==> config.mk <==
export PLATFORM = sky130hd
export DESIGN_NAME = frequency_ladder_autotuner_core
export DESIGN_NICKNAME = d
export VERILOG_FILES = /design/src/hdl/fla_pkg.sv /design/src/hdl/fla_csr.sv /design/src/hdl/fla_dp.sv /design/src/hdl/fla_ctrl.sv /design/src/hdl/frequency_ladder_autotuner_core.sv
export VERILOG_INCLUDE_DIRS = /design/src /design/src/hdl
export SDC_FILE = /design/constraint.sdc
export NUM_CORES = 1
export LEC_CHECK = 0
export BUFFER_PORTS_ARGS = -buffer_cell sky130_fd_sc_hd__buf_2
export CAP_MARGIN = 20
export CORE_MARGIN = 5
export CORE_UTILIZATION = 50
export DETAILED_ROUTE_END_ITERATION = 7
export PLACE_DENSITY = 0.69
export SLEW_MARGIN = 40
export SYNTH_ARGS = -nofsm -noshare
export SYNTH_HDL_FRONTEND = slang
export SYNTH_SLANG_ARGS = --single-unit
==> constraint.sdc <==
create_clock -name clock -period 14.2 [get_ports clock]
set_input_delay 2.84 -clock clock [delete_from_list [all_inputs] [get_ports clock]]
set_output_delay 2.84 -clock clock [all_outputs]
set_load 0.02 [all_outputs]
==> src/hdl/assert_macros.svh <==
// Assertion macros used by the tuner controller.
`ifndef ASSERT_MACROS_SVH
`define ASSERT_MACROS_SVH

// Condition in this cycle implies a consequence in the same cycle.
`define ASSERT_SAME(label, clk, rst, cond, cons) \
   label: assert property (@(posedge clk) disable iff (rst) (cond) |-> (cons)) \
      else $error("assertion failed: same-cycle implication");

// Condition in this cycle implies a consequence in the next cycle.
`define ASSERT_NEXT(label, clk, rst, cond, cons) \
   label: assert property (@(posedge clk) disable iff (rst) (cond) |=> (cons)) \
      else $error("assertion failed: next-cycle implication");

`endif

==> src/hdl/fla_pkg.sv <==
// Types and constants of the frequency ladder autotuner.
`timescale 1ns / 1ps
`default_nettype none
package fla_pkg;

   localparam int LADDER_WORDS = 3;
   localparam int CSR_ADDR_W   = 6;
   localparam int CSR_DATA_W   = 64;

   // register indexes (byte address = 8 * index)
   localparam logic [2:0] REG_LADDER_0    = 3'd0;
   localparam logic [2:0] REG_LADDER_1    = 3'd1;
   localparam logic [2:0] REG_LADDER_2    = 3'd2;
   localparam logic [2:0] REG_WARMUP      = 3'd3;
   localparam logic [2:0] REG_CLIMB_IVL   = 3'd4;
   localparam logic [2:0] REG_COOLDOWN    = 3'd5;
   localparam logic [2:0] REG_STABLE_LIM  = 3'd6;
   localparam logic [2:0] REG_UNSTABLE_LIM = 3'd7;

   localparam logic [15:0] WARMUP_RST     = 16'd300;
   localparam logic [15:0] CLIMB_IVL_RST  = 16'd600;
   localparam logic [15:0] COOLDOWN_RST   = 16'd60;
   localparam logic [13:0] STABLE_LIM_RST = 14'd100;
   localparam logic [13:0] UNSTABLE_LIM_RST = 14'd300;

   localparam logic [1:0] MODE_OFF     = 2'd0;
   localparam logic [1:0] MODE_WARMUP  = 2'd1;
   localparam logic [1:0] MODE_CLIMB   = 2'd2;
   localparam logic [1:0] MODE_BACKOFF = 2'd3;

   localparam logic [2:0] EV_NONE      = 3'd0;
   localparam logic [2:0] EV_RESUMED   = 3'd1;
   localparam logic [2:0] EV_UP        = 3'd2;
   localparam logic [2:0] EV_CEILING   = 3'd3;
   localparam logic [2:0] EV_DOWN      = 3'd4;
   localparam logic [2:0] EV_FLOOR     = 3'd5;
   localparam logic [2:0] EV_WARM_DONE = 3'd6;
   localparam logic [2:0] EV_COOL_DONE = 3'd7;

   typedef struct packed {
      logic [LADDER_WORDS-1:0][63:0] ladder;
      logic [15:0] warmup_ticks;
      logic [15:0] climb_interval_ticks;
      logic [15:0] cooldown_ticks;
      logic [13:0] stable_error_limit;
      logic [13:0] unstable_error_limit;
   } cfg_type;

   typedef struct packed {
      logic capture;
      logic scan_step;
      logic commit;
   } cmd_type;

   typedef struct packed {
      logic scan_last;
      logic out_free;
   } status_type;

endpackage
`default_nettype wire

==> src/hdl/fla_csr.sv <==
// Configuration register file with APB-style access.
`timescale 1ns / 1ps
`default_nettype none
module fla_csr (
   input  wire logic                            clock,
   input  wire logic                            reset,
   input  wire logic                            csr_psel,
   input  wire logic                            csr_penable,
   input  wire logic                            csr_pwrite,
   input  wire logic [fla_pkg::CSR_ADDR_W-1:0]  csr_paddr,
   input  wire logic [fla_pkg::CSR_DATA_W-1:0]  csr_pwdata,
   output logic      [fla_pkg::CSR_DATA_W-1:0]  csr_prdata,
   output logic                                 csr_pready,
   output fla_pkg::cfg_type                     cfg
);

   fla_pkg::cfg_type cfg_ff;
   fla_pkg::cfg_type cfg_in;
   logic [2:0]       reg_sel;
   logic             wr_en;

   assign reg_sel    = csr_paddr[5:3];
   assign wr_en      = csr_psel && csr_penable && csr_pwrite;
   assign csr_pready = 1'b1;
   assign cfg        = cfg_ff;

   always_comb begin
      cfg_in = cfg_ff;
      if (wr_en) begin
         case (reg_sel)
            fla_pkg::REG_LADDER_0:     cfg_in.ladder[0] = csr_pwdata;
            fla_pkg::REG_LADDER_1:     cfg_in.ladder[1] = csr_pwdata;
            fla_pkg::REG_LADDER_2:     cfg_in.ladder[2] = csr_pwdata;
            fla_pkg::REG_WARMUP:       cfg_in.warmup_ticks = csr_pwdata[15:0];
            fla_pkg::REG_CLIMB_IVL:    cfg_in.climb_interval_ticks = csr_pwdata[15:0];
            fla_pkg::REG_COOLDOWN:     cfg_in.cooldown_ticks = csr_pwdata[15:0];
            fla_pkg::REG_STABLE_LIM:   cfg_in.stable_error_limit = csr_pwdata[13:0];
            fla_pkg::REG_UNSTABLE_LIM: cfg_in.unstable_error_limit = csr_pwdata[13:0];
            default:                   cfg_in = cfg_ff;
         endcase
      end
   end

   always_ff @(posedge clock) begin
      if (reset) begin
         cfg_ff.ladder               <= '0;
         cfg_ff.warmup_ticks         <= fla_pkg::WARMUP_RST;
         cfg_ff.climb_interval_ticks <= fla_pkg::CLIMB_IVL_RST;
         cfg_ff.cooldown_ticks       <= fla_pkg::COOLDOWN_RST;
         cfg_ff.stable_error_limit   <= fla_pkg::STABLE_LIM_RST;
         cfg_ff.unstable_error_limit <= fla_pkg::UNSTABLE_LIM_RST;
      end else begin
         cfg_ff <= cfg_in;
      end
   end

   always_comb begin
      case (reg_sel)
         fla_pkg::REG_LADDER_0:     csr_prdata = cfg_ff.ladder[0];
         fla_pkg::REG_LADDER_1:     csr_prdata = cfg_ff.ladder[1];
         fla_pkg::REG_LADDER_2:     csr_prdata = cfg_ff.ladder[2];
         fla_pkg::REG_WARMUP:       csr_prdata = 64'(cfg_ff.warmup_ticks);
         fla_pkg::REG_CLIMB_IVL:    csr_prdata = 64'(cfg_ff.climb_interval_ticks);
         fla_pkg::REG_COOLDOWN:     csr_prdata = 64'(cfg_ff.cooldown_ticks);
         fla_pkg::REG_STABLE_LIM:   csr_prdata = 64'(cfg_ff.stable_error_limit);
         fla_pkg::REG_UNSTABLE_LIM: csr_prdata = 64'(cfg_ff.unstable_error_limit);
         default:                   csr_prdata = '0;
      endcase
   end

endmodule
`default_nettype wire

==> src/hdl/fla_dp.sv <==
// Datapath: input capture, serial ladder scan, tuner state and result register.
`timescale 1ns / 1ps
`default_nettype none
module fla_dp #(
   parameter int MAX_PRESETS   = 12,
   parameter int STABLE_WINDOW = 3
) (
   input  wire logic               clock,
   input  wire logic               reset,
   input  fla_pkg::cfg_type        cfg,
   input  fla_pkg::cmd_type        cmd,
   output fla_pkg::status_type     status,
   input  wire logic               req_enabled,
   input  wire logic               req_self_test_active,
   input  wire logic               req_asic_ready,
   input  wire logic               req_voltage_throttling,
   input  wire logic               req_thermal_throttling,
   input  wire logic [13:0]        req_error_rate,
   input  wire logic [15:0]        req_current_mhz,
   output logic                    rsp_valid,
   input  wire logic               rsp_ready,
   output logic                    rsp_freq_write,
   output logic [15:0]             rsp_freq_mhz,
   output logic                    rsp_tuned_write,
   output logic [15:0]             rsp_tuned_mhz,
   output logic [1:0]              rsp_mode,
   output logic [2:0]              rsp_event_res
);

   localparam int IDX_W = (MAX_PRESETS > 2) ? $clog2(MAX_PRESETS) : 1;
   localparam logic [IDX_W-1:0] IDX_LAST = IDX_W'(MAX_PRESETS - 1);
   localparam logic [1:0] WINDOW = 2'(STABLE_WINDOW);

   logic [15:0] preset_arr [MAX_PRESETS];

   for (genvar g = 0; g < MAX_PRESETS; g++) begin : g_preset
      assign preset_arr[g] = cfg.ladder[g / 4][16 * (g % 4) +: 16];
   end

   // captured tick
   logic        en_ff, self_test_ff, asic_rdy_ff, throttled_ff;
   logic [13:0] err_ff;
   logic [15:0] cur_ff;

   // scan results
   logic [IDX_W-1:0] scan_idx_ff;
   logic             scan_end_ff, stop_ff;
   logic             have_floor_ff, have_below_ff, have_next_ff;
   logic [15:0]      floor_val_ff, below_val_ff, next_val_ff, ceil_ff;
   logic [15:0]      preset;
   logic             live;

   // tuner state
   logic [1:0]  mode_ff, mode_in;
   logic        was_on_ff, was_on_in;
   logic [15:0] tim_ff, tim_in;
   logic [15:0] tsc_ff, tsc_in;
   logic [1:0]  sc_ff, sc_in;
   logic [15:0] stored_ff, stored_in;

   // result register
   logic        rsp_valid_ff;
   logic        fw_ff, fw_in;
   logic [15:0] fmhz_ff, fmhz_in;
   logic        tw_ff, tw_in;
   logic [1:0]  mode_out_ff;
   logic [2:0]  ev_ff, ev_in;

   assign preset = preset_arr[scan_idx_ff];
   assign live   = !scan_end_ff && (preset != 16'd0);

   assign status.scan_last = (scan_idx_ff == IDX_LAST);
   assign status.out_free  = !rsp_valid_ff || rsp_ready;

   always_ff @(posedge clock) begin
      if (cmd.capture) begin
         en_ff        <= req_enabled;
         self_test_ff <= req_self_test_active;
         asic_rdy_ff  <= req_asic_ready;
         throttled_ff <= req_voltage_throttling || req_thermal_throttling;
         err_ff       <= req_error_rate;
         cur_ff       <= req_current_mhz;
      end
   end

   // walk one preset per cycle; the ladder ends at the first zero
   always_ff @(posedge clock) begin
      if (reset || cmd.capture) begin
         scan_idx_ff   <= '0;
         scan_end_ff   <= 1'b0;
         stop_ff       <= 1'b0;
         have_floor_ff <= 1'b0;
         have_below_ff <= 1'b0;
         have_next_ff  <= 1'b0;
         ceil_ff       <= '0;
      end else if (cmd.scan_step) begin
         scan_idx_ff <= scan_idx_ff + IDX_W'(1);
         if (preset == 16'd0) begin
            scan_end_ff <= 1'b1;
         end
         if (live) begin
            if (preset > ceil_ff) begin
               ceil_ff <= preset;
            end
            if (!stop_ff) begin
               if (preset <= cur_ff) begin
                  below_val_ff  <= floor_val_ff;
                  have_below_ff <= have_floor_ff;
                  floor_val_ff  <= preset;
                  have_floor_ff <= 1'b1;
               end else begin
                  stop_ff      <= 1'b1;
                  next_val_ff  <= preset;
                  have_next_ff <= 1'b1;
               end
            end
         end
      end
   end

   always_comb begin
      logic [15:0] resumed;
      resumed   = stored_ff;
      mode_in   = mode_ff;
      was_on_in = was_on_ff;
      tim_in    = tim_ff;
      tsc_in    = tsc_ff;
      sc_in     = sc_ff;
      stored_in = stored_ff;
      fw_in     = 1'b0;
      fmhz_in   = cur_ff;
      tw_in     = 1'b0;
      ev_in     = fla_pkg::EV_NONE;
      if (!en_ff) begin
         was_on_in = 1'b0;
      end else begin
         if (!was_on_ff) begin
            was_on_in = 1'b1;
            mode_in   = fla_pkg::MODE_WARMUP;
            tim_in    = '0;
            sc_in     = '0;
            if (stored_ff != 16'd0) begin
               if (stored_ff > ceil_ff) begin
                  resumed = ceil_ff;
                  tw_in   = 1'b1;
               end
               stored_in = resumed;
               if (resumed != 16'd0 && resumed > cur_ff) begin
                  fw_in   = 1'b1;
                  fmhz_in = resumed;
                  ev_in   = fla_pkg::EV_RESUMED;
               end
            end
         end else begin
            tim_in = (tim_ff == 16'hFFFF) ? tim_ff : tim_ff + 16'd1;
            tsc_in = (tsc_ff == 16'hFFFF) ? tsc_ff : tsc_ff + 16'd1;
         end

         if (!self_test_ff && asic_rdy_ff) begin
            if (mode_in == fla_pkg::MODE_WARMUP) begin
               if (tim_in >= cfg.warmup_ticks) begin
                  mode_in = fla_pkg::MODE_CLIMB;
                  tsc_in  = '0;
                  sc_in   = '0;
                  ev_in   = fla_pkg::EV_WARM_DONE;
               end
            end else if (mode_in == fla_pkg::MODE_BACKOFF) begin
               if (tim_in >= cfg.cooldown_ticks) begin
                  mode_in = fla_pkg::MODE_CLIMB;
                  tsc_in  = '0;
                  sc_in   = '0;
                  ev_in   = fla_pkg::EV_COOL_DONE;
               end
            end else if (err_ff >= cfg.unstable_error_limit) begin
               if (have_below_ff) begin
                  fw_in     = 1'b1;
                  fmhz_in   = below_val_ff;
                  stored_in = below_val_ff;
                  tw_in     = 1'b1;
                  ev_in     = fla_pkg::EV_DOWN;
               end else begin
                  ev_in = fla_pkg::EV_FLOOR;
               end
               mode_in = fla_pkg::MODE_BACKOFF;
               tim_in  = '0;
               sc_in   = '0;
            end else begin
               if (!throttled_ff && err_ff < cfg.stable_error_limit) begin
                  if (sc_in < WINDOW) begin
                     sc_in = sc_in + 2'd1;
                  end
               end else begin
                  sc_in = '0;
               end
               if (sc_in >= WINDOW && tsc_in >= cfg.climb_interval_ticks) begin
                  if (have_next_ff) begin
                     fw_in     = 1'b1;
                     fmhz_in   = next_val_ff;
                     stored_in = next_val_ff;
                     tw_in     = 1'b1;
                     sc_in     = '0;
                     ev_in     = fla_pkg::EV_UP;
                  end else begin
                     ev_in = fla_pkg::EV_CEILING;
                  end
                  tsc_in = '0;
               end
            end
         end
      end
   end

   always_ff @(posedge clock) begin
      if (reset) begin
         mode_ff   <= fla_pkg::MODE_WARMUP;
         was_on_ff <= 1'b0;
         tim_ff    <= '0;
         tsc_ff    <= '0;
         sc_ff     <= '0;
         stored_ff <= '0;
      end else if (cmd.commit) begin
         mode_ff   <= mode_in;
         was_on_ff <= was_on_in;
         tim_ff    <= tim_in;
         tsc_ff    <= tsc_in;
         sc_ff     <= sc_in;
         stored_ff <= stored_in;
      end
   end

   always_ff @(posedge clock) begin
      if (reset) begin
         rsp_valid_ff <= 1'b0;
      end else if (cmd.commit) begin
         rsp_valid_ff <= 1'b1;
      end else if (rsp_ready) begin
         rsp_valid_ff <= 1'b0;
      end
   end

   always_ff @(posedge clock) begin
      if (cmd.commit) begin
         fw_ff       <= fw_in;
         fmhz_ff     <= fmhz_in;
         tw_ff       <= tw_in;
         mode_out_ff <= en_ff ? mode_in : fla_pkg::MODE_OFF;
         ev_ff       <= ev_in;
      end
   end

   assign rsp_valid       = rsp_valid_ff;
   assign rsp_freq_write  = fw_ff;
   assign rsp_freq_mhz    = fmhz_ff;
   assign rsp_tuned_write = tw_ff;
   assign rsp_tuned_mhz   = stored_ff;
   assign rsp_mode        = mode_out_ff;
   assign rsp_event_res   = ev_ff;

endmodule
`default_nettype wire

==> src/hdl/fla_ctrl.sv <==
// Controller: sequences capture, ladder scan and commit of one tick.
`timescale 1ns / 1ps
`default_nettype none
`include "assert_macros.svh"
module fla_ctrl (
   input  wire logic            clock,
   input  wire logic            reset,
   input  wire logic            req_valid,
   output logic                 req_ready,
   input  fla_pkg::status_type  status,
   output fla_pkg::cmd_type     cmd
);

   localparam logic [1:0] S_IDLE   = 2'd0;
   localparam logic [1:0] S_SCAN   = 2'd1;
   localparam logic [1:0] S_DECIDE = 2'd2;

   logic [1:0] state_ff, state_in;

   assign req_ready     = (state_ff == S_IDLE);
   assign cmd.capture   = (state_ff == S_IDLE) && req_valid;
   assign cmd.scan_step = (state_ff == S_SCAN);
   assign cmd.commit    = (state_ff == S_DECIDE) && status.out_free;

   always_comb begin
      state_in = state_ff;
      case (state_ff)
         S_IDLE: begin
            if (req_valid) begin
               state_in = S_SCAN;
            end
         end
         S_SCAN: begin
            if (status.scan_last) begin
               state_in = S_DECIDE;
            end
         end
         S_DECIDE: begin
            // hold until the result register can take the transfer
            if (status.out_free) begin
               state_in = S_IDLE;
            end
         end
         default: state_in = S_IDLE;
      endcase
   end

   always_ff @(posedge clock) begin
      if (reset) begin
         state_ff <= S_IDLE;
      end else begin
         state_ff <= state_in;
      end
   end

   `ASSERT_NEXT(a_accept_starts_scan, clock, reset, req_valid && req_ready, state_ff == S_SCAN)
   `ASSERT_NEXT(a_scan_ends, clock, reset, (state_ff == S_SCAN) && status.scan_last, state_ff == S_DECIDE)
   `ASSERT_NEXT(a_commit_frees, clock, reset, cmd.commit, req_ready && !cmd.scan_step)
   `ASSERT_SAME(a_no_step_while_idle, clock, reset, req_ready, !cmd.scan_step && !cmd.commit)

endmodule
`default_nettype wire

==> src/hdl/frequency_ladder_autotuner_core.sv <==
// Frequency ladder autotuner: top level joining registers, controller and datapath.
// Flow: the request transfer captures the tick, then the ladder is walked one preset per cycle;
// the decision is committed to the output register once that register is free, raising rsp_valid.
// A new tick is accepted only after the current one commits, so the serial ladder walk sets the rate.
// A pending result may wait in the output register while the next tick is taken and scanned.
// Reset: synchronous, active high; registers return to defaults, tuner enters warmup, nothing pending.
`timescale 1ns / 1ps
`default_nettype none
module frequency_ladder_autotuner_core #(
   parameter int MAX_PRESETS   = 12,
   parameter int STABLE_WINDOW = 3
) (
   input  wire logic                            clock,
   input  wire logic                            reset,
   input  wire logic                            req_valid,
   output logic                                 req_ready,
   input  wire logic                            req_enabled,
   input  wire logic                            req_self_test_active,
   input  wire logic                            req_asic_ready,
   input  wire logic                            req_voltage_throttling,
   input  wire logic                            req_thermal_throttling,
   input  wire logic [13:0]                     req_error_rate,
   input  wire logic [15:0]                     req_current_mhz,
   output logic                                 rsp_valid,
   input  wire logic                            rsp_ready,
   output logic                                 rsp_freq_write,
   output logic [15:0]                          rsp_freq_mhz,
   output logic                                 rsp_tuned_write,
   output logic [15:0]                          rsp_tuned_mhz,
   output logic [1:0]                           rsp_mode,
   output logic [2:0]                           rsp_event_res,
   input  wire logic                            csr_psel,
   input  wire logic                            csr_penable,
   input  wire logic                            csr_pwrite,
   input  wire logic [fla_pkg::CSR_ADDR_W-1:0]  csr_paddr,
   input  wire logic [fla_pkg::CSR_DATA_W-1:0]  csr_pwdata,
   output logic      [fla_pkg::CSR_DATA_W-1:0]  csr_prdata,
   output logic                                 csr_pready
);

   fla_pkg::cfg_type    cfg;
   fla_pkg::cmd_type    cmd;
   fla_pkg::status_type status;

   fla_csr u_csr (
      .clock       (clock),
      .reset       (reset),
      .csr_psel    (csr_psel),
      .csr_penable (csr_penable),
      .csr_pwrite  (csr_pwrite),
      .csr_paddr   (csr_paddr),
      .csr_pwdata  (csr_pwdata),
      .csr_prdata  (csr_prdata),
      .csr_pready  (csr_pready),
      .cfg         (cfg)
   );

   fla_ctrl u_ctrl (
      .clock     (clock),
      .reset     (reset),
      .req_valid (req_valid),
      .req_ready (req_ready),
      .status    (status),
      .cmd       (cmd)
   );

   fla_dp #(
      .MAX_PRESETS   (MAX_PRESETS),
      .STABLE_WINDOW (STABLE_WINDOW)
   ) u_dp (
      .clock                  (clock),
      .reset                  (reset),
      .cfg                    (cfg),
      .cmd                    (cmd),
      .status                 (status),
      .req_enabled            (req_enabled),
      .req_self_test_active   (req_self_test_active),
      .req_asic_ready         (req_asic_ready),
      .req_voltage_throttling (req_voltage_throttling),
      .req_thermal_throttling (req_thermal_throttling),
      .req_error_rate         (req_error_rate),
      .req_current_mhz        (req_current_mhz),
      .rsp_valid              (rsp_valid),
      .rsp_ready              (rsp_ready),
      .rsp_freq_write         (rsp_freq_write),
      .rsp_freq_mhz           (rsp_freq_mhz),
      .rsp_tuned_write        (rsp_tuned_write),
      .rsp_tuned_mhz          (rsp_tuned_mhz),
      .rsp_mode               (rsp_mode),
      .rsp_event_res          (rsp_event_res)
   );

endmodule
`default_nettype wire
Yosys cells after proc, flatten, opt, wreduce, memory -nomap -nowiden. Index checks and enable logic that the tools add are counted.

Add/sub/neg operators: 4. Multipliers: 0. Div/mod/pow operators: 0. $lt $le $gt $ge: 12. Eq/ne operators: 17. Shifts and indexed selects: 0. Muxes and demuxes: 112. Bitwise gates (word level): 4. Reductions and logical operators: 40.

Operators by type and width (number): $mux W16 (43); $pmux W64 S8 (1); $bmux W16 S4 (1); $mux W2 (29); $ge A16 B16 Y1 (3); $gt A16 B16 Y1 (3); $reduce_bool A16 Y1 (3); $add A16 B1 Y16 const B (2); $eq A16 B16 Y1 const B (2); $mux W1 (28); $mux W3 (9); $reduce_and A2 Y1 (11); $le A16 B16 Y1 (1); $logic_not A16 Y1 (1); $ge A14 B14 Y1 (1); $lt A14 B14 Y1 (1); $eq A3 B3 Y1 const B (4); $reduce_and A5 Y1 (2); $logic_and A1 B1 Y1 (9); $reduce_and A4 Y1 (2); $eq A3 B2 Y1 const B (2); $pmux W2 S3 (1); $reduce_and A3 Y1 (2); $ge A5 B5 Y1 const B (1); 17 further kinds (27).

Bits in registers: 454. Latch bits: 0. RAM bits: 0. ROM bits: 0. Input port bits: 112. Output and inout port bits: 106. Word-level logic and storage cells: 226. Memories: 0.

Logic depth before layout (Yosys ltp).
Depth after elaboration: 18. Mapped depth: 21. Gate-level depth less buffers: 19.

Modules after synthesis. Synthesis repeated with hierarchy kept, for this count alone.

Cell total of the unflattened synthesis: 2980. Area, all modules: 25190.4 um^2.

By module, submodules not included: fla_dp (times used 1, cells an instance 1408, area each 13402.9 um^2, sequential area each 4734.5 um^2); fla_csr (times used 1, cells an instance 1559, area each 11674.9 um^2, sequential area each 5365.1 um^2); fla_ctrl (times used 1, cells an instance 13, area each 112.6 um^2, sequential area each 40.0 um^2).

Worst setup path after synthesis. No wires, ideal clock.

Path kind: input -> register. Start point: in req_valid. End point: reg u_dp.below_val_ff[0] (enable). Library setup time: 0.503 ns. Data arrival time: 7.125 ns. Required time: 13.697 ns. Setup slack: 6.572 ns. Cell stages on the path: 4. Path buffers: 1. Path through: and2_1 or2_2 clkbuf_1 nor4_1.

Word-level cells in the longest chain between the ends: 4.

Ends and longest elaborated chain: from (decl) (line frequency_ladder_autotuner_core.sv:15) `input wire logic req_valid,`; $logic_and A1 B1 Y1 (line fla_ctrl.sv:21) `assign cmd.capture = (state_ff == S_IDLE) && req_valid;`; $logic_or A1 B1 Y1 (line fla_dp.sv:88) `if (reset || cmd.capture) begin`; $not A1 Y1 (no source line); $reduce_and A5 Y1 (no source line); to (signal assigned) (line fla_dp.sv:107) `below_val_ff <= floor_val_ff;`; to (decl) (line fla_dp.sv:49) `logic [15:0] floor_val_ff, below_val_ff, next_val_ff, ceil_ff;`.

Every way passes these cells. A chain may end at the register's enable or synchronous reset.

Worst setup path after layout.
Start point: in csr_paddr[4] in the netlist's numbering. End point: out csr_prdata[43] in the netlist's numbering.

Word-level cells in the longest chain between the ends: 2.

Ends and longest elaborated chain: from (decl) (line frequency_ladder_autotuner_core.sv:35) `input wire logic [fla_pkg::CSR_ADDR_W-1:0] csr_paddr,`; $eq A3 B3 Y1, or another cell as far along (line fla_csr.sv:58) `case (reg_sel)`; $pmux W64 S8 (*) (line fla_csr.sv:58); to (decl) (line frequency_ladder_autotuner_core.sv:37) `output logic [fla_pkg::CSR_DATA_W-1:0] csr_prdata,`.

Mark *: on every way between the ends. The rest lies on a longest branch, timed or not.

==> flow_summary.json <==
{
  "synthToLayoutAreaGrowth_pct": 12.7,
  "syn-num-nets": 3235,
  "cts_hold_buf": 0,
  "drtPass1Iterations": 6,
  "fillers": 4541,
  "wl_per_cell_um": 22.8,
  "path_clk_slew_ns": 0.06,
  "vias": 23400,
  "io_buffer_count": 213,
  "clockBufferDepth": 3,
  "place_congestion": 0.994,
  "synth_area_um2": 25000,
  "cts_sinks": 454,
  "setup_viol": 0,
  "ctsResizeCount": 0,
  "min_period_over_period": 0.614,
  "grt_pass1_wl_um": 131000,
  "grt_max_degree": 100,
  "worst-path-max-fanout": 47,
  "synth_warnings": 0,
  "startpoint_type": "primary input",
  "hold_violations": 0,
  "clock_latency_ns": 0.61,
  "maxCapViolations": 0,
  "ys_seq_area_frac": 0.406,
  "viasPerCell": 6.15,
  "drt-total-wl_um": 86300,
  "slew_viol_final": 0,
  "syn_avg_cell_area_um2": 8.38,
  "tightest_slew_ns": 0.908,
  "power_density_nw_per_um2": 103,
  "rows": 82,
  "finalCriticalPeriod_ns": 8.72,
  "synth_edf_count": 105,
  "outcome": "completed",
  "fin_skew_ns": 0.0141,
  "critPathCaptureType": "output pin",
  "grt_util_all_layers": 0.306,
  "overflow": 0,
  "dp_hpwl_um": 60200,
  "hp-class": "reg2reg",
  "antenna_found_initial": 5,
  "fin_nets": 3332,
  "synth_ff_type": "dfxtp_1",
  "utilization": 0.565,
  "die_y_um": 233,
  "leakagePower_nw": 11.0,
  "ys_seq_elements": 454,
  "async_reset_ff_frac": 0,
  "drtAntennaViolNets": 0,
  "drive_gt1_frac": 0.138,
  "dieArea_um2": 54500,
  "grt_pass1_vias": 21900,
  "synth_cells": 2981,
  "rsz0062_at_grt": "no",
  "pre_cts_ws_ns": 5.56,
  "drt_iter0_markers": 2752,
  "ir_worst_vdd_uv": 83.7,
  "coreArea_um2": 49800,
  "remaining_drc_errors": 0,
  "cts_max_level": 2,
  "tns_ns": 0,
  "die_w_um": 233,
  "layout_setup_ws_ns": 5.48,
  "pin_count": 218,
  "fmax_ghz": 0.115,
  "cts_setup_buffers": 0,
  "max_slew_margin": 0.395,
  "initial_core_util": 0.502,
  "synth.distinct_cells": 74,
  "criticalPathCategory": "in2out",
  "cts_tree": "built",
  "root_buffer": "clkbuf_16",
  "numCtsBuffers": 51,
  "cp.required_ns": 11.36,
  "worstPathArrival_ns": 5.88
}
-- routing by layer --
| layer | wire length, um | up-vias | GRT usage | share of wire |
|---|---|---|---|---|
| met1 | 35100 | 11200 | 0.425 | 0.41 |
| met3 | 8810 | 234 | 0.0519 | 0.10 |
| met2 | 38400 | 1288 | 0.474 | 0.44 |
| met4 | 4120 | 2 | 0.133 | 0.048 |
| li1 | - | 10700 | - | - |
| met5 | 7 | - | 0 | 0.000081 |
-- stage by stage --
stage | hold WS, ns | cells | power, mW | instance area (um2)
after floorplan | 0.400 | 2981 | 1.50 | 25000
after global placement | 0.400 | 3697 | 1.57 | 26400
after detailed placement | 0.405 | 3697 | 1.57 | 26400
after CTS | 0.413 | 3792 | 2.89 | 28100
after global routing | 0.421 | 3793 | 2.96 | 28100
final | 0.412 | 3794 | 2.88 | 28100
-- report_power, final --
part	switching [mW]	internal (mW)	total, mW	leakage, nW
registers	0.0149	1.33	1.35	3.82
clock network	0.556	0.778	1.33	0.820
logic	0.139	0.0624	0.201	6.32
-- cell type report --
type / count / area [um2] / area share
diodes: 2 / 5.00 / 0.000178
clock buffers: 67 / 1390 / 0.0493
clock inverters: 28 / 279 / 0.00992
inverters: 153 / 574 / 0.0204
multi-input cells: 2167 / 13500 / 0.481
flip-flops and latches: 454 / 10100 / 0.361
well taps: 672 / 841 / 0.0299
repair buffers: 251 / 1380 / 0.0492
-- state kept, by name, indices dropped and copies added, names as in the netlist, 2 cells and up --
register / count
u_csr.cfg: 268
u_dp.below_val_ff: 16
u_dp.ceil_ff: 16
u_dp.cur_ff: 16
u_dp.floor_val_ff: 16
u_dp.next_val_ff: 16
u_dp.rsp_freq_mhz: 16
u_dp.rsp_tuned_mhz: 16
u_dp.tim_ff: 16
u_dp.tsc_ff: 16
u_dp.err_ff: 14
u_dp.scan_idx_ff: 4
u_dp.rsp_event_res: 3
u_ctrl.state_ff: 2
u_dp.mode_ff: 2
u_dp.rsp_mode: 2
u_dp.sc_ff: 2
-- synthesized netlist by cell type, types with 8 or more instances --
cell type	count	area, um2
a22oi_1	61	458
o21ai_0	59	295
inv_1	151	567
a22o_1	38	333
o21a_1	13	97.6
a211o_1	24	210
edfxtp_1	105	3150
xor2_1	18	158
mux4_2	54	1220
clkbuf_2	14	70.1
nand4_1	31	194
a221o_1	15	150
or3_1	8	50.1
a21oi_1	381	1910
nor2_1	273	1020
nand3_1	46	230
mux2i_1	87	871
nand2_1	614	2300
clkbuf_1	153	574
buf_1	23	86.3
dfxtp_1	349	6990
ha_1	142	1780
nor3_1	57	285
nor2b_1	17	106
nand2b_1	15	93.8
a21oi_2	10	87.6
nor4_1	14	87.6
a211oi_1	48	360
o211ai_1	8	60.1
buf_2	9	45.0
a21o_1	16	120
and2_1	20	125
a31oi_1	8	50.1
-- cells by family after synthesis --
family	count (synthesis)	synth area share
AO/OA/AOI/OAI	732	0.183
XOR/XNOR	25	0.00877
adder cells (fa/ha/maj)	142	0.0711
buffers and inverters	360	0.0577
flip-flops	454	0.406
multiplexers	141	0.0836
other	1	0.000150
AND/OR/NAND/NOR	1126	0.190
-- worst paths after layout --
check                            start                   end  depth (start not counted)  slack (ns)
setup / recovery          csr_paddr[4]        csr_prdata[43]                          7        5.48
hold / removal    u_dp.floor_val_ff[9]  u_dp.below_val_ff[9]                          0        0.41
setup reg to reg        u_dp.tsc_ff[0]  u_dp.rsp_freq_mhz[9]                         17        8.66
hold reg to reg   u_dp.floor_val_ff[9]  u_dp.below_val_ff[9]                          0        0.41
-- placed cells by master, fill, tap and decap left out, types with 7 or more instances in the layout --
cell type and instances:
nand2_1 611, a21oi_1 381, dfxtp_1 347, nor2_1 267
buf_2 209, inv_1 151, ha_1 142, edfxtp_1 105
mux2i_1 87, a22oi_1 61, o21ai_0 59, mux4_2 54
nor3_1 52, clkbuf_16 52, a211oi_1 48, nand3_1 46
a22o_1 38, buf_4 37, nand4_1 31, a211o_1 24
and2_1 19, xor2_1 18, a21o_1 16, nor2b_1 15
nand2b_1 15, a221o_1 15, o21a_1 13, nor4_1 13
clkbuf_1 12, clkinv_2 12, a21oi_2 10, clkinv_1 8
or3_1 8, a31oi_1 8, o211ai_1 8, a221oi_1 7
a21boi_0 7, xnor2_1 7, or2_2 7
-- critical path: stages --
cell and delay [ns]:
buf_4 0.50, clkinv_1 0.67, nor2_4 0.48, buf_4 0.58
a21oi_1 0.35, nor2_1 0.19, buf_2 0.19
Power figures use the tool's default switching activity.
